$ cat src/hw/rtl/gbn_pkg.sv
`default_nettype none
// ----------------------------------------------------------------------------
// gbn_pkg
// Shared types and constants of the Go-Back-N sender.
// ----------------------------------------------------------------------------
package gbn_pkg;

   localparam int SEQ_W  = 3;
   localparam int CNT_W  = 3;
   localparam int DATA_W = 32;
   localparam int TICK_W = 16;

   localparam logic [TICK_W-1:0] TIMEOUT_RESET = 16'd500;

   // operating modes
   localparam logic [1:0] MODE_ACK   = 2'd0;
   localparam logic [1:0] MODE_NACK  = 2'd1;
   localparam logic [1:0] MODE_PIGGY = 2'd2;

   // register index (byte address bit 2)
   localparam logic REG_MODE    = 1'b0;
   localparam logic REG_TIMEOUT = 1'b1;

   typedef enum logic [1:0] {
      OP_SEND = 2'd0,
      OP_ACK  = 2'd1,
      OP_TICK = 2'd2
   } gbn_op_type;

   typedef enum logic [1:0] {
      KIND_SENT   = 2'd0,
      KIND_RESENT = 2'd1,
      KIND_FULL   = 2'd2,
      KIND_STATUS = 2'd3
   } gbn_kind_type;

   typedef enum logic [1:0] {
      ST_IDLE,
      ST_RESEND,
      ST_DRAIN
   } gbn_state_type;

   typedef struct packed {
      logic [1:0]        mode;
      logic [TICK_W-1:0] timeout;
   } gbn_cfg_type;

   typedef struct packed {
      logic              strobe;
      gbn_kind_type      kind;
      logic [SEQ_W-1:0]  seq;
      logic [SEQ_W-1:0]  ack;
      logic [DATA_W-1:0] data;
      logic [SEQ_W-1:0]  base;
      logic [CNT_W-1:0]  in_flight;
      logic              all_acked;
      logic              last;
   } gbn_rsp_type;

endpackage
`default_nettype wire

$ cat src/hw/rtl/go_back_n_sender.sv
`default_nettype none
// ----------------------------------------------------------------------------
// go_back_n_sender
// Go-Back-N ARQ sender with a circular window frame store.
// ----------------------------------------------------------------------------
// Input channel: an item (req_op send / ack-nack / tick) is taken at a clock
// edge with start high and busy low. Result words appear on the rsp_ ports
// for one cycle each, marked by rsp_strobe; rsp_last flags the final word of
// an item. The receiver cannot stall, so no word is ever held back.
// A send, an ack, or a tick that does not time out gives one word in the
// cycle after acceptance, and the next item can be taken in that same cycle:
// one item per cycle.
// A nack in mode 1, or a timeout, resends n stored frames (n up to WINDOW).
// The frames are read from the store one per cycle; the single read port of
// the store sets the pace. Each frame is read in ST_RESEND into the store's
// read register, with pend_ff beside it, and goes out through the rsp
// register; busy stays high through ST_RESEND and ST_DRAIN. Reset clears
// the window, timer and registers (mode 0, timeout 500); the store needs no
// clearing since only outstanding entries are ever read. The user writes
// configuration through the csr port only while idle; this is not enforced.
// ----------------------------------------------------------------------------
module go_back_n_sender #(
   parameter int WINDOW       = 4,
   parameter int SEQ_SPACE    = 8,
   parameter int PAYLOAD_BITS = 32
) (
   input  wire logic                          clock,
   input  wire logic                          reset,
   input  wire logic                          start,
   output logic                               busy,
   input  wire logic [1:0]                    req_op,
   input  wire logic [gbn_pkg::DATA_W-1:0]    req_data,
   input  wire logic [gbn_pkg::SEQ_W-1:0]     req_piggy_ack,
   input  wire logic [gbn_pkg::SEQ_W-1:0]     req_ack_num,
   input  wire logic                          req_is_nack,
   output logic                               rsp_strobe,
   output logic [1:0]                         rsp_kind,
   output logic [gbn_pkg::SEQ_W-1:0]          rsp_frame_seq,
   output logic [gbn_pkg::SEQ_W-1:0]          rsp_frame_ack,
   output logic [gbn_pkg::DATA_W-1:0]         rsp_frame_data,
   output logic [gbn_pkg::SEQ_W-1:0]          rsp_base_seq,
   output logic [gbn_pkg::CNT_W-1:0]          rsp_in_flight,
   output logic                               rsp_all_acked,
   output logic                               rsp_last,
   input  wire logic                          psel,
   input  wire logic                          penable,
   input  wire logic                          pwrite,
   input  wire logic [2:0]                    paddr,
   input  wire logic [31:0]                   pwdata,
   output logic [31:0]                        prdata,
   output logic                               pready
);

   localparam int SLOT_W = (WINDOW > 1) ? $clog2(WINDOW) : 1;
   localparam int MEM_W  = PAYLOAD_BITS + gbn_pkg::SEQ_W;

   logic [1:0]                  mode_ff;
   logic [gbn_pkg::TICK_W-1:0]  timeout_ff;
   logic                        csr_wr;
   gbn_pkg::gbn_cfg_type        cfg;
   gbn_pkg::gbn_rsp_type        rsp;

   logic                        wr_en;
   logic [SLOT_W-1:0]           wr_addr;
   logic [MEM_W-1:0]            wr_data;
   logic                        rd_en;
   logic [SLOT_W-1:0]           rd_addr;
   logic [MEM_W-1:0]            rd_data;

   assign pready = 1'b1;
   assign csr_wr = psel && penable && pwrite && pready;

   always_ff @(posedge clock) begin
      if (reset) begin
         mode_ff    <= gbn_pkg::MODE_ACK;
         timeout_ff <= gbn_pkg::TIMEOUT_RESET;
      end else if (csr_wr) begin
         case (paddr[2])
            gbn_pkg::REG_MODE:    mode_ff    <= pwdata[1:0];
            gbn_pkg::REG_TIMEOUT: timeout_ff <= pwdata[gbn_pkg::TICK_W-1:0];
            default: begin
            end
         endcase
      end
   end

   always_comb begin
      case (paddr[2])
         gbn_pkg::REG_MODE:    prdata = {30'd0, mode_ff};
         gbn_pkg::REG_TIMEOUT: prdata = {16'd0, timeout_ff};
         default:              prdata = '0;
      endcase
   end

   assign cfg.mode    = mode_ff;
   assign cfg.timeout = timeout_ff;

   gbn_ctrl #(
      .WINDOW       (WINDOW),
      .SEQ_SPACE    (SEQ_SPACE),
      .PAYLOAD_BITS (PAYLOAD_BITS),
      .SLOT_W       (SLOT_W)
   ) u_ctrl (
      .clock         (clock),
      .reset         (reset),
      .start         (start),
      .busy          (busy),
      .req_op        (req_op),
      .req_data      (req_data),
      .req_piggy_ack (req_piggy_ack),
      .req_ack_num   (req_ack_num),
      .req_is_nack   (req_is_nack),
      .cfg           (cfg),
      .rsp           (rsp),
      .wr_en         (wr_en),
      .wr_addr       (wr_addr),
      .wr_data       (wr_data),
      .rd_en         (rd_en),
      .rd_addr       (rd_addr),
      .rd_data       (rd_data)
   );

   gbn_store #(
      .DEPTH (WINDOW),
      .AW    (SLOT_W),
      .DW    (MEM_W)
   ) u_store (
      .clock   (clock),
      .wr_en   (wr_en),
      .wr_addr (wr_addr),
      .wr_data (wr_data),
      .rd_en   (rd_en),
      .rd_addr (rd_addr),
      .rd_data (rd_data)
   );

   assign rsp_strobe     = rsp.strobe;
   assign rsp_kind       = rsp.kind;
   assign rsp_frame_seq  = rsp.seq;
   assign rsp_frame_ack  = rsp.ack;
   assign rsp_frame_data = rsp.data;
   assign rsp_base_seq   = rsp.base;
   assign rsp_in_flight  = rsp.in_flight;
   assign rsp_all_acked  = rsp.all_acked;
   assign rsp_last       = rsp.last;

endmodule
`default_nettype wire

$ cat src/hw/rtl/gbn_store.sv
`default_nettype none
// ----------------------------------------------------------------------------
// gbn_store
// Window frame store: one write port, one read port, registered read data.
// ----------------------------------------------------------------------------
module gbn_store #(
   parameter int DEPTH = 4,
   parameter int AW    = 2,
   parameter int DW    = 35
) (
   input  wire logic          clock,
   input  wire logic          wr_en,
   input  wire logic [AW-1:0] wr_addr,
   input  wire logic [DW-1:0] wr_data,
   input  wire logic          rd_en,
   input  wire logic [AW-1:0] rd_addr,
   output logic      [DW-1:0] rd_data
);

   logic [DW-1:0] mem [DEPTH];

   always_ff @(posedge clock) begin
      if (wr_en) begin
         mem[wr_addr] <= wr_data;
      end
   end

   always_ff @(posedge clock) begin
      if (rd_en) begin
         rd_data <= mem[rd_addr];
      end
   end

endmodule
`default_nettype wire

$ cat src/hw/rtl/gbn_ctrl.sv
`default_nettype none
// ----------------------------------------------------------------------------
// gbn_ctrl
// Window bookkeeping, timer and resend sequencer around the frame store.
// ----------------------------------------------------------------------------
module gbn_ctrl #(
   parameter int WINDOW       = 4,
   parameter int SEQ_SPACE    = 8,
   parameter int PAYLOAD_BITS = 32,
   parameter int SLOT_W       = 2
) (
   input  wire logic                                 clock,
   input  wire logic                                 reset,
   input  wire logic                                 start,
   output logic                                      busy,
   input  wire logic [1:0]                           req_op,
   input  wire logic [gbn_pkg::DATA_W-1:0]           req_data,
   input  wire logic [gbn_pkg::SEQ_W-1:0]            req_piggy_ack,
   input  wire logic [gbn_pkg::SEQ_W-1:0]            req_ack_num,
   input  wire logic                                 req_is_nack,
   input  wire gbn_pkg::gbn_cfg_type                 cfg,
   output gbn_pkg::gbn_rsp_type                      rsp,
   output logic                                      wr_en,
   output logic [SLOT_W-1:0]                         wr_addr,
   output logic [PAYLOAD_BITS+gbn_pkg::SEQ_W-1:0]    wr_data,
   output logic                                      rd_en,
   output logic [SLOT_W-1:0]                         rd_addr,
   input  wire logic [PAYLOAD_BITS+gbn_pkg::SEQ_W-1:0] rd_data
);

   localparam logic [3:0] SEQ_SP = 4'(SEQ_SPACE);
   localparam logic [3:0] WIN4   = 4'(WINDOW);
   localparam logic [2:0] WIN3   = 3'(WINDOW);

   gbn_pkg::gbn_state_type state_ff, state_in;

   logic [gbn_pkg::SEQ_W-1:0]  base_ff, base_in;
   logic [gbn_pkg::SEQ_W-1:0]  nseq_ff, nseq_in;
   logic [gbn_pkg::CNT_W-1:0]  outst_ff, outst_in;
   logic [SLOT_W-1:0]          head_ff, head_in;
   logic                       timer_on_ff, timer_on_in;
   logic [gbn_pkg::TICK_W-1:0] tick_ff, tick_in;
   logic                       sent_any_ff, sent_any_in;
   logic [gbn_pkg::CNT_W-1:0]  idx_ff, idx_in;
   logic                       pend_ff, pend_in;
   logic [gbn_pkg::SEQ_W-1:0]  pend_seq_ff, pend_seq_in;
   logic                       pend_last_ff, pend_last_in;
   gbn_pkg::gbn_rsp_type       rsp_ff, rsp_in;

   logic                       accept;
   logic                       ack_ok;
   logic [gbn_pkg::SEQ_W-1:0]  off;
   logic                       off_hit;
   logic [gbn_pkg::CNT_W-1:0]  adv;
   logic [gbn_pkg::SEQ_W-1:0]  fa;
   logic [PAYLOAD_BITS-1:0]    pay;
   logic                       go_resend;
   logic                       issue_last;

   function automatic logic [gbn_pkg::SEQ_W-1:0] seq_wrap(input logic [3:0] v);
      logic [3:0] t;
      t = v;
      for (int k = 0; k < 8; k++) begin
         if (t >= SEQ_SP) begin
            t = t - SEQ_SP;
         end
      end
      return t[gbn_pkg::SEQ_W-1:0];
   endfunction

   // physical slot of window offset i
   function automatic logic [SLOT_W-1:0] slot_of(input logic [SLOT_W-1:0] h,
                                                 input logic [2:0] i);
      logic [3:0] s;
      s = 4'(h) + 4'(i);
      if (s >= WIN4) begin
         s = s - WIN4;
      end
      return s[SLOT_W-1:0];
   endfunction

   assign accept  = start && (state_ff == gbn_pkg::ST_IDLE);
   assign busy    = (state_ff != gbn_pkg::ST_IDLE);
   assign ack_ok  = (4'(req_ack_num) < SEQ_SP);
   assign off     = seq_wrap(4'(req_ack_num) + SEQ_SP - 4'(base_ff));
   assign off_hit = ack_ok && (off < outst_ff);
   assign adv     = off + 3'd1;
   assign fa      = (cfg.mode == gbn_pkg::MODE_PIGGY) ? req_piggy_ack : '0;
   assign pay     = req_data[PAYLOAD_BITS-1:0];
   assign issue_last = ((idx_ff + 3'd1) == outst_ff);

   always_comb begin
      go_resend = 1'b0;
      if (gbn_pkg::gbn_op_type'(req_op) == gbn_pkg::OP_ACK) begin
         go_resend = (cfg.mode == gbn_pkg::MODE_NACK) && req_is_nack && off_hit;
      end else if (gbn_pkg::gbn_op_type'(req_op) == gbn_pkg::OP_TICK) begin
         go_resend = timer_on_ff && (tick_ff >= cfg.timeout) && (outst_ff != '0);
      end
   end

   // next state
   always_comb begin
      state_in = state_ff;
      case (state_ff)
         gbn_pkg::ST_IDLE: begin
            if (accept && go_resend) begin
               state_in = gbn_pkg::ST_RESEND;
            end
         end
         gbn_pkg::ST_RESEND: begin
            if (issue_last) begin
               state_in = gbn_pkg::ST_DRAIN;
            end
         end
         gbn_pkg::ST_DRAIN: begin
            state_in = gbn_pkg::ST_IDLE;
         end
         default: begin
            state_in = gbn_pkg::ST_IDLE;
         end
      endcase
   end

   // datapath and outputs
   always_comb begin
      base_in      = base_ff;
      nseq_in      = nseq_ff;
      outst_in     = outst_ff;
      head_in      = head_ff;
      timer_on_in  = timer_on_ff;
      tick_in      = tick_ff;
      sent_any_in  = sent_any_ff;
      idx_in       = idx_ff;
      pend_in      = 1'b0;
      pend_seq_in  = pend_seq_ff;
      pend_last_in = pend_last_ff;
      rsp_in       = '0;
      rsp_in.kind  = gbn_pkg::KIND_STATUS;
      wr_en        = 1'b0;
      wr_addr      = slot_of(head_ff, outst_ff);
      wr_data      = {fa, pay};
      rd_en        = 1'b0;
      rd_addr      = slot_of(head_ff, idx_ff);

      case (state_ff)
         gbn_pkg::ST_IDLE: begin
            if (accept) begin
               case (gbn_pkg::gbn_op_type'(req_op))
                  gbn_pkg::OP_SEND: begin
                     if (outst_ff < WIN3) begin
                        wr_en       = 1'b1;
                        if (outst_ff == '0) begin
                           timer_on_in = 1'b1;
                           tick_in     = '0;
                        end
                        rsp_in.kind = gbn_pkg::KIND_SENT;
                        rsp_in.seq  = nseq_ff;
                        rsp_in.ack  = fa;
                        rsp_in.data = gbn_pkg::DATA_W'(pay);
                        nseq_in     = seq_wrap(4'(nseq_ff) + 4'd1);
                        outst_in    = outst_ff + 3'd1;
                        sent_any_in = 1'b1;
                     end else begin
                        rsp_in.kind = gbn_pkg::KIND_FULL;
                     end
                  end
                  gbn_pkg::OP_ACK: begin
                     if (go_resend) begin
                        idx_in = off;
                     end else if (off_hit && !((cfg.mode == gbn_pkg::MODE_NACK)
                                              && req_is_nack)) begin
                        base_in  = seq_wrap(4'(base_ff) + 4'(adv));
                        head_in  = slot_of(head_ff, adv);
                        outst_in = outst_ff - adv;
                        if (outst_ff != adv) begin
                           timer_on_in = 1'b1;
                           tick_in     = '0;
                        end else begin
                           timer_on_in = 1'b0;
                        end
                     end
                  end
                  gbn_pkg::OP_TICK: begin
                     if (timer_on_ff) begin
                        if (tick_ff >= cfg.timeout) begin
                           tick_in = '0;
                           idx_in  = '0;
                        end else begin
                           tick_in = tick_ff + 16'd1;
                        end
                     end
                  end
                  default: begin
                  end
               endcase
               if (!go_resend) begin
                  rsp_in.strobe    = 1'b1;
                  rsp_in.last      = 1'b1;
                  rsp_in.base      = base_in;
                  rsp_in.in_flight = outst_in;
                  rsp_in.all_acked = sent_any_in && (outst_in == '0);
               end
            end
         end
         gbn_pkg::ST_RESEND: begin
            rd_en        = 1'b1;
            pend_in      = 1'b1;
            pend_seq_in  = seq_wrap(4'(base_ff) + 4'(idx_ff));
            pend_last_in = issue_last;
            idx_in       = idx_ff + 3'd1;
         end
         gbn_pkg::ST_DRAIN: begin
         end
         default: begin
         end
      endcase

      // read data of the previous cycle goes out as a resent frame
      if (pend_ff) begin
         rsp_in.strobe    = 1'b1;
         rsp_in.kind      = gbn_pkg::KIND_RESENT;
         rsp_in.seq       = pend_seq_ff;
         rsp_in.ack       = rd_data[PAYLOAD_BITS +: gbn_pkg::SEQ_W];
         rsp_in.data      = gbn_pkg::DATA_W'(rd_data[PAYLOAD_BITS-1:0]);
         rsp_in.base      = base_ff;
         rsp_in.in_flight = outst_ff;
         rsp_in.all_acked = sent_any_ff && (outst_ff == '0);
         rsp_in.last      = pend_last_ff;
      end
   end

   always_ff @(posedge clock) begin
      if (reset) begin
         state_ff     <= gbn_pkg::ST_IDLE;
         base_ff      <= '0;
         nseq_ff      <= '0;
         outst_ff     <= '0;
         head_ff      <= '0;
         timer_on_ff  <= 1'b0;
         tick_ff      <= '0;
         sent_any_ff  <= 1'b0;
         idx_ff       <= '0;
         pend_ff      <= 1'b0;
         pend_seq_ff  <= '0;
         pend_last_ff <= 1'b0;
         rsp_ff       <= '0;
      end else begin
         state_ff     <= state_in;
         base_ff      <= base_in;
         nseq_ff      <= nseq_in;
         outst_ff     <= outst_in;
         head_ff      <= head_in;
         timer_on_ff  <= timer_on_in;
         tick_ff      <= tick_in;
         sent_any_ff  <= sent_any_in;
         idx_ff       <= idx_in;
         pend_ff      <= pend_in;
         pend_seq_ff  <= pend_seq_in;
         pend_last_ff <= pend_last_in;
         rsp_ff       <= rsp_in;
      end
   end

   assign rsp = rsp_ff;

`ifndef SYNTH
   a_outst_max: assert property (@(posedge clock) disable iff (reset)
      outst_ff <= WIN3)
      else $error("outstanding count exceeds window");

   a_timer_needs_frames: assert property (@(posedge clock) disable iff (reset)
      timer_on_ff |-> (outst_ff != '0))
      else $error("timer running with empty window");

   a_single_last: assert property (@(posedge clock) disable iff (reset)
      (rsp_ff.strobe && (rsp_ff.kind != gbn_pkg::KIND_RESENT)) |-> rsp_ff.last)
      else $error("non-resend word without last");

   a_drain_ends: assert property (@(posedge clock) disable iff (reset)
      (state_ff == gbn_pkg::ST_DRAIN) |=> (rsp_ff.strobe && rsp_ff.last))
      else $error("resend burst did not end with last word");

   a_pend_busy: assert property (@(posedge clock) disable iff (reset)
      pend_ff |-> (state_ff != gbn_pkg::ST_IDLE))
      else $error("pending read while idle");
`endif

endmodule
`default_nettype wire
$ cat config.mk
export PLATFORM = sky130hd
export DESIGN_NAME = go_back_n_sender
export DESIGN_NICKNAME = d
export VERILOG_FILES = /design/src/hw/rtl/gbn_pkg.sv /design/src/hw/rtl/go_back_n_sender.sv /design/src/hw/rtl/gbn_store.sv /design/src/hw/rtl/gbn_ctrl.sv
export SDC_FILE = /design/constraint.sdc
export NUM_CORES = 1
export LEC_CHECK = 0
export BUFFER_PORTS_ARGS = -buffer_cell sky130_fd_sc_hd__buf_2
export CAP_MARGIN = 20
export CORE_UTILIZATION = 57
export CTS_CLUSTER_SIZE = 28
export DETAILED_ROUTE_END_ITERATION = 10
export GPL_TIMING_DRIVEN = 0
export PLACE_DENSITY = 0.8
export SLEW_MARGIN = 20
export SYNTH_ARGS = -nofsm -noshare
export SYNTH_HDL_FRONTEND = slang
export SYNTH_SLANG_ARGS = --single-unit
$ cat constraint.sdc
create_clock -name clock -period 4.7 [get_ports clock]
set_clock_uncertainty 0.05 [all_clocks]
set_input_delay 0.705 -clock clock [delete_from_list [all_inputs] [get_ports clock]]
set_output_delay 0.705 -clock clock [all_outputs]
set_load 0.1 [all_outputs]
==> key figures <==
Logic synthesis
  – Gate count of the mapped netlist: about 850
  – Count leader, synth: edfxtp_1
  – Post-synth ARST share: 0%
  – Register bit total from synthesis: 281
  – Post-synth EDFFs: 175
  – Post-Syn Area: between 0.01 and 0.015 mm²
  – Top_reg_cell synth: edfxtp_1
  – Yosys cell types: 63
  – Area leader, netlist: edfxtp_1
  – Top cells by count, synth: edfxtp_1, dfxtp_1, nor2_1
  – Ys Warns: 0
  – Post-synth top area share: a little under half
  – Synth Area per Inst: ~14 µm²
  – Most area-consuming cells after synthesis: edfxtp_1, dfxtp_1, mux4_2, ha_1, nor2_1
  – Seq/Total Area, Yosys: 64.2%

Timing
  – Rel. slew slack: roughly 30%
  – Fmax: approximately 280 MHz
  – Worst Setup Slack, final: 1.11 ns
  – RSZ-0062 raised after global routing: no
  – Fin. max-slew vios: 0
  – Period utilization: between 70% and 80%
  – Crit path time final: approximately 3.6 ns
  – Hold Fails Final Rpt: 0
  – Slew of the pin with the lowest slew margin: approximately 1.0 ns
  – Setup TNS Final: 0 ns
  – # setup viols final: 0

Cells and area
  – Nets: between 1000 and 1500
  – Layout cells sized above 1: 24.0%
  – Non-Filler Instances: around 1300
  – Design Area, Final: 0.0136 mm²
  – Area Growth Syn to Fin: 18.7%

Critical path
  – Worst EP required: approximately 5 ns
  – Reg2reg path depth: 12
  – Crit Path Category: reg -> reg
  – RR Endpoint: u_ctrl.rsp[2]$_SDFF_PP0_
  – Critical path launch point type: flop
  – Slowest CP cell: a221oi_1
  – CP endpoint kind: flop
  – Worst Path Arrival: just under 4 ns
  – Critical R2R Launch: u_ctrl.base_ff[0]$_SDFFE_PP0P_
  – Crit-path max cell delay: between 0.5 and 0.6 ns
  – CP Cell Sequence: ha_1, inv_1, fa_1, xnor3_2, ha_1, a21oi_1, nand4_1, a21boi_0, a221oi_1, nor2_1, a22oi_1, nor2_1
  – Crit-path max FO: 5
  – R2R Setup Slk: around 1.1 ns
  – CP startpoint: u_ctrl.base_ff[0]$_SDFFE_PP0P_

Clocking
  – TritonCTS clock tree: done
  – Hold buffer count at CTS: 0
  – Total CTS buffers: 28
  – Post-CTS Resized: 0
  – Root Buffer: clkbuf_16
  – Htree depth: 1
  – Clock Latency Late Sink: approximately 0.57 ns
  – Post-CTS Setup Repair Bufs: 0
  – Reg clk slew, reported paths: ~0.060 ns
  – Clk sinks: approximately 280
  – CTS Buffer Depth: 3

Power
  – Clk pwr share: just over 40%
  – Sequential Power Share: approximately 49%
  – Pleak: 0.00521 µW
  – Tot Pwr: between 5000 and 6000 µW
  – Switching part of the total: between 20% and 30%
  – Pwr Density: 404 mW/mm²
  – Worst vdd ir: 0.000338 V
  – Internal power: 4190 µW
  – Combinational share of power: approximately a tenth
  – P_sw: ~1300 µW

Floorplanning
  – Die Y-Extent: ~140 µm
  – Die Area: ~0.021 mm²
  – Initial Util: 58.6%
  – Core region area: ~0.020 mm²
  – Top Ports: 165
  – Width of the die: 144 µm
  – Row count: between 50 and 60

Routing
  – Antenna viol nets, final: 0
  – First-pass DRT Iterations: 5
  – Initial DRC Count: about 640
  – Avg Vias per Cell: approximately 5.7
  – Total wire length: approximately 26 mm
  – WL/cell: between 15 and 20 µm
  – Post-route DRC: 0
  – Total number of vias: about 7500

Outcome
  – Run status: finished clean

Placement
  – Input/output buffers: about 130
  – Inst Count DP: roughly 1300
  – Cell Area, Placed: around 0.013 mm²
  – Pre-CTS WS: approximately 0.73 ns
  – HPWL Detailed: ~18 mm
  – Placer congestion estimate: around 0.94

Run
  – # Max-Cap Violations: 0

Hold path
  – Worst Hold Depth: 1
  – Worst hold start: req_data[6]
  – Worst hold path class: in -> reg
  – Endpoint, Worst Hold: u_store.mem[0][6]$_DFFE_PP_

Global routing
  – Global Route Usage Sum: about 26%
  – Vias in the first global route: 7386
  – Initial antenna violation count: 2
  – First-pass GRT wire length: slightly below 40 mm
  – Largest net degree at the start of global routing: 45
  – Grt total ovfl: 0
through the flow:
step | hold WS [ns] | util [%]
global route | 0.307 | 69.6
detailed placement | 0.396 | 64.7
global placement | 0.391 | 63.9
finish | 0.318 | 69.6
floorplan | 0.386 | -
CTS | 0.303 | 69.5
kinds of logic (layout without fill, tap and decap cells):
group                      count (synthesis)  count (layout)  synth area share [%]
xor gates and xnor gates                  36              36                  3.12
adders and majority gates                 41              41                  4.73
AOI/OAI and AO/OA                        118             118                  7.02
buffers and inverters                     95             286                  3.89
muxes                                     41              41                  7.41
other                                      2              20                0.0654
DFF                                      281             281                  64.2
and+or+nand+nor                          231             231                  9.52
power by group through the flow:
stage | Clock, µW | Sequential (µW) | Combinational [µW]
2_1_floorplan | 0 | 2800 | 348
4_1_cts | 2290 | 2680 | 557
3_3_place_gp | 0 | 2730 | 534
6_report | 2270 | 2680 | 558
5_1_grt | 2390 | 2680 | 597
3_5_place_dp | 0 | 2730 | 554
critical path: cells and delay by family, from the launching register on:
kind	cells	cell delay, ns
AOI/OAI and AO/OA	4	1.23
adders and majority gates	3	0.91
DFF	1	0.43
and+or+nand+nor	3	0.42
xor gates and xnor gates	1	0.31
buffers and inverters	1	0.05
placed cells by master, fill, tap and decap left out, drive strengths merged, types with 17 or more instances in the layout:
| cell type | n |
|---|---|
| dfxtp | 106 |
| mux4 | 35 |
| xor2 | 17 |
| nand2 | 56 |
| ha | 37 |
| nor2 | 92 |
| inv | 36 |
| a21oi | 29 |
| clkbuf | 69 |
| buf | 167 |
| edfxtp | 175 |
| and2 | 20 |
| conb | 17 |
| a22oi | 40 |
cell type report:
type	count	area, µm²
Clock buffer	39	793
Multi-Input combinational cell	484	3740
Antenna cell	3	7.51
Tap cell	265	332
Inverter	37	139
Clock inverter	13	160
Fill cell	1328	5960
Sequential cell	281	7380
Buffer	58	312
Timing Repair Buffer	139	771
how the worst max path moves through the flow:
| stage | endpoint | slack (ns) | cells after the start |
|---|---|---|---|
| after global routing | u_ctrl.rsp[2]$_SDFF_PP0_ | 0.97 | 12 |
| after global placement | u_store.mem[2][29]$_DFFE_PP_ | -1.88 | 7 |
| final | u_ctrl.rsp[2]$_SDFF_PP0_ | 1.11 | 12 |
| after CTS | u_ctrl.rsp[2]$_SDFF_PP0_ | 1.19 | 12 |
| after detailed placement | u_ctrl.rsp[2]$_SDFF_PP0_ | 0.73 | 14 |
| after floorplan | u_store.mem[0][0]$_DFFE_PP_ | 0.41 | 6 |
flip-flops by register name, summed over array words and instances (netlist names):
register,cells
u_ctrl.outst_ff,3
u_store.rd_data,35
u_ctrl.head_ff,2
u_ctrl.nseq_ff,3
u_store.mem,140
u_ctrl.sent_any_ff,1
u_ctrl.timer_on_ff,1
timeout_ff,16
u_ctrl.pend_last_ff,1
u_ctrl.state_ff,2
u_ctrl.base_ff,3
u_ctrl.tick_ff,16
u_ctrl.pend_seq_ff,3
u_ctrl.rsp,49
mode_ff,2
u_ctrl.idx_ff,3
u_ctrl.pend_ff,1
routing by layer:
metal / vias to the layer above / track usage [%] / wire length (µm)
li1: 3438 / - / -
met1: 3698 / 34.6 / 10700
met2: 332 / 41.5 / 12600
met3: 70 / 4.10 / 1760
met4: 0 / 9.97 / 894
met5: - / 0 / 0
(Power assumes the default switching activity.)
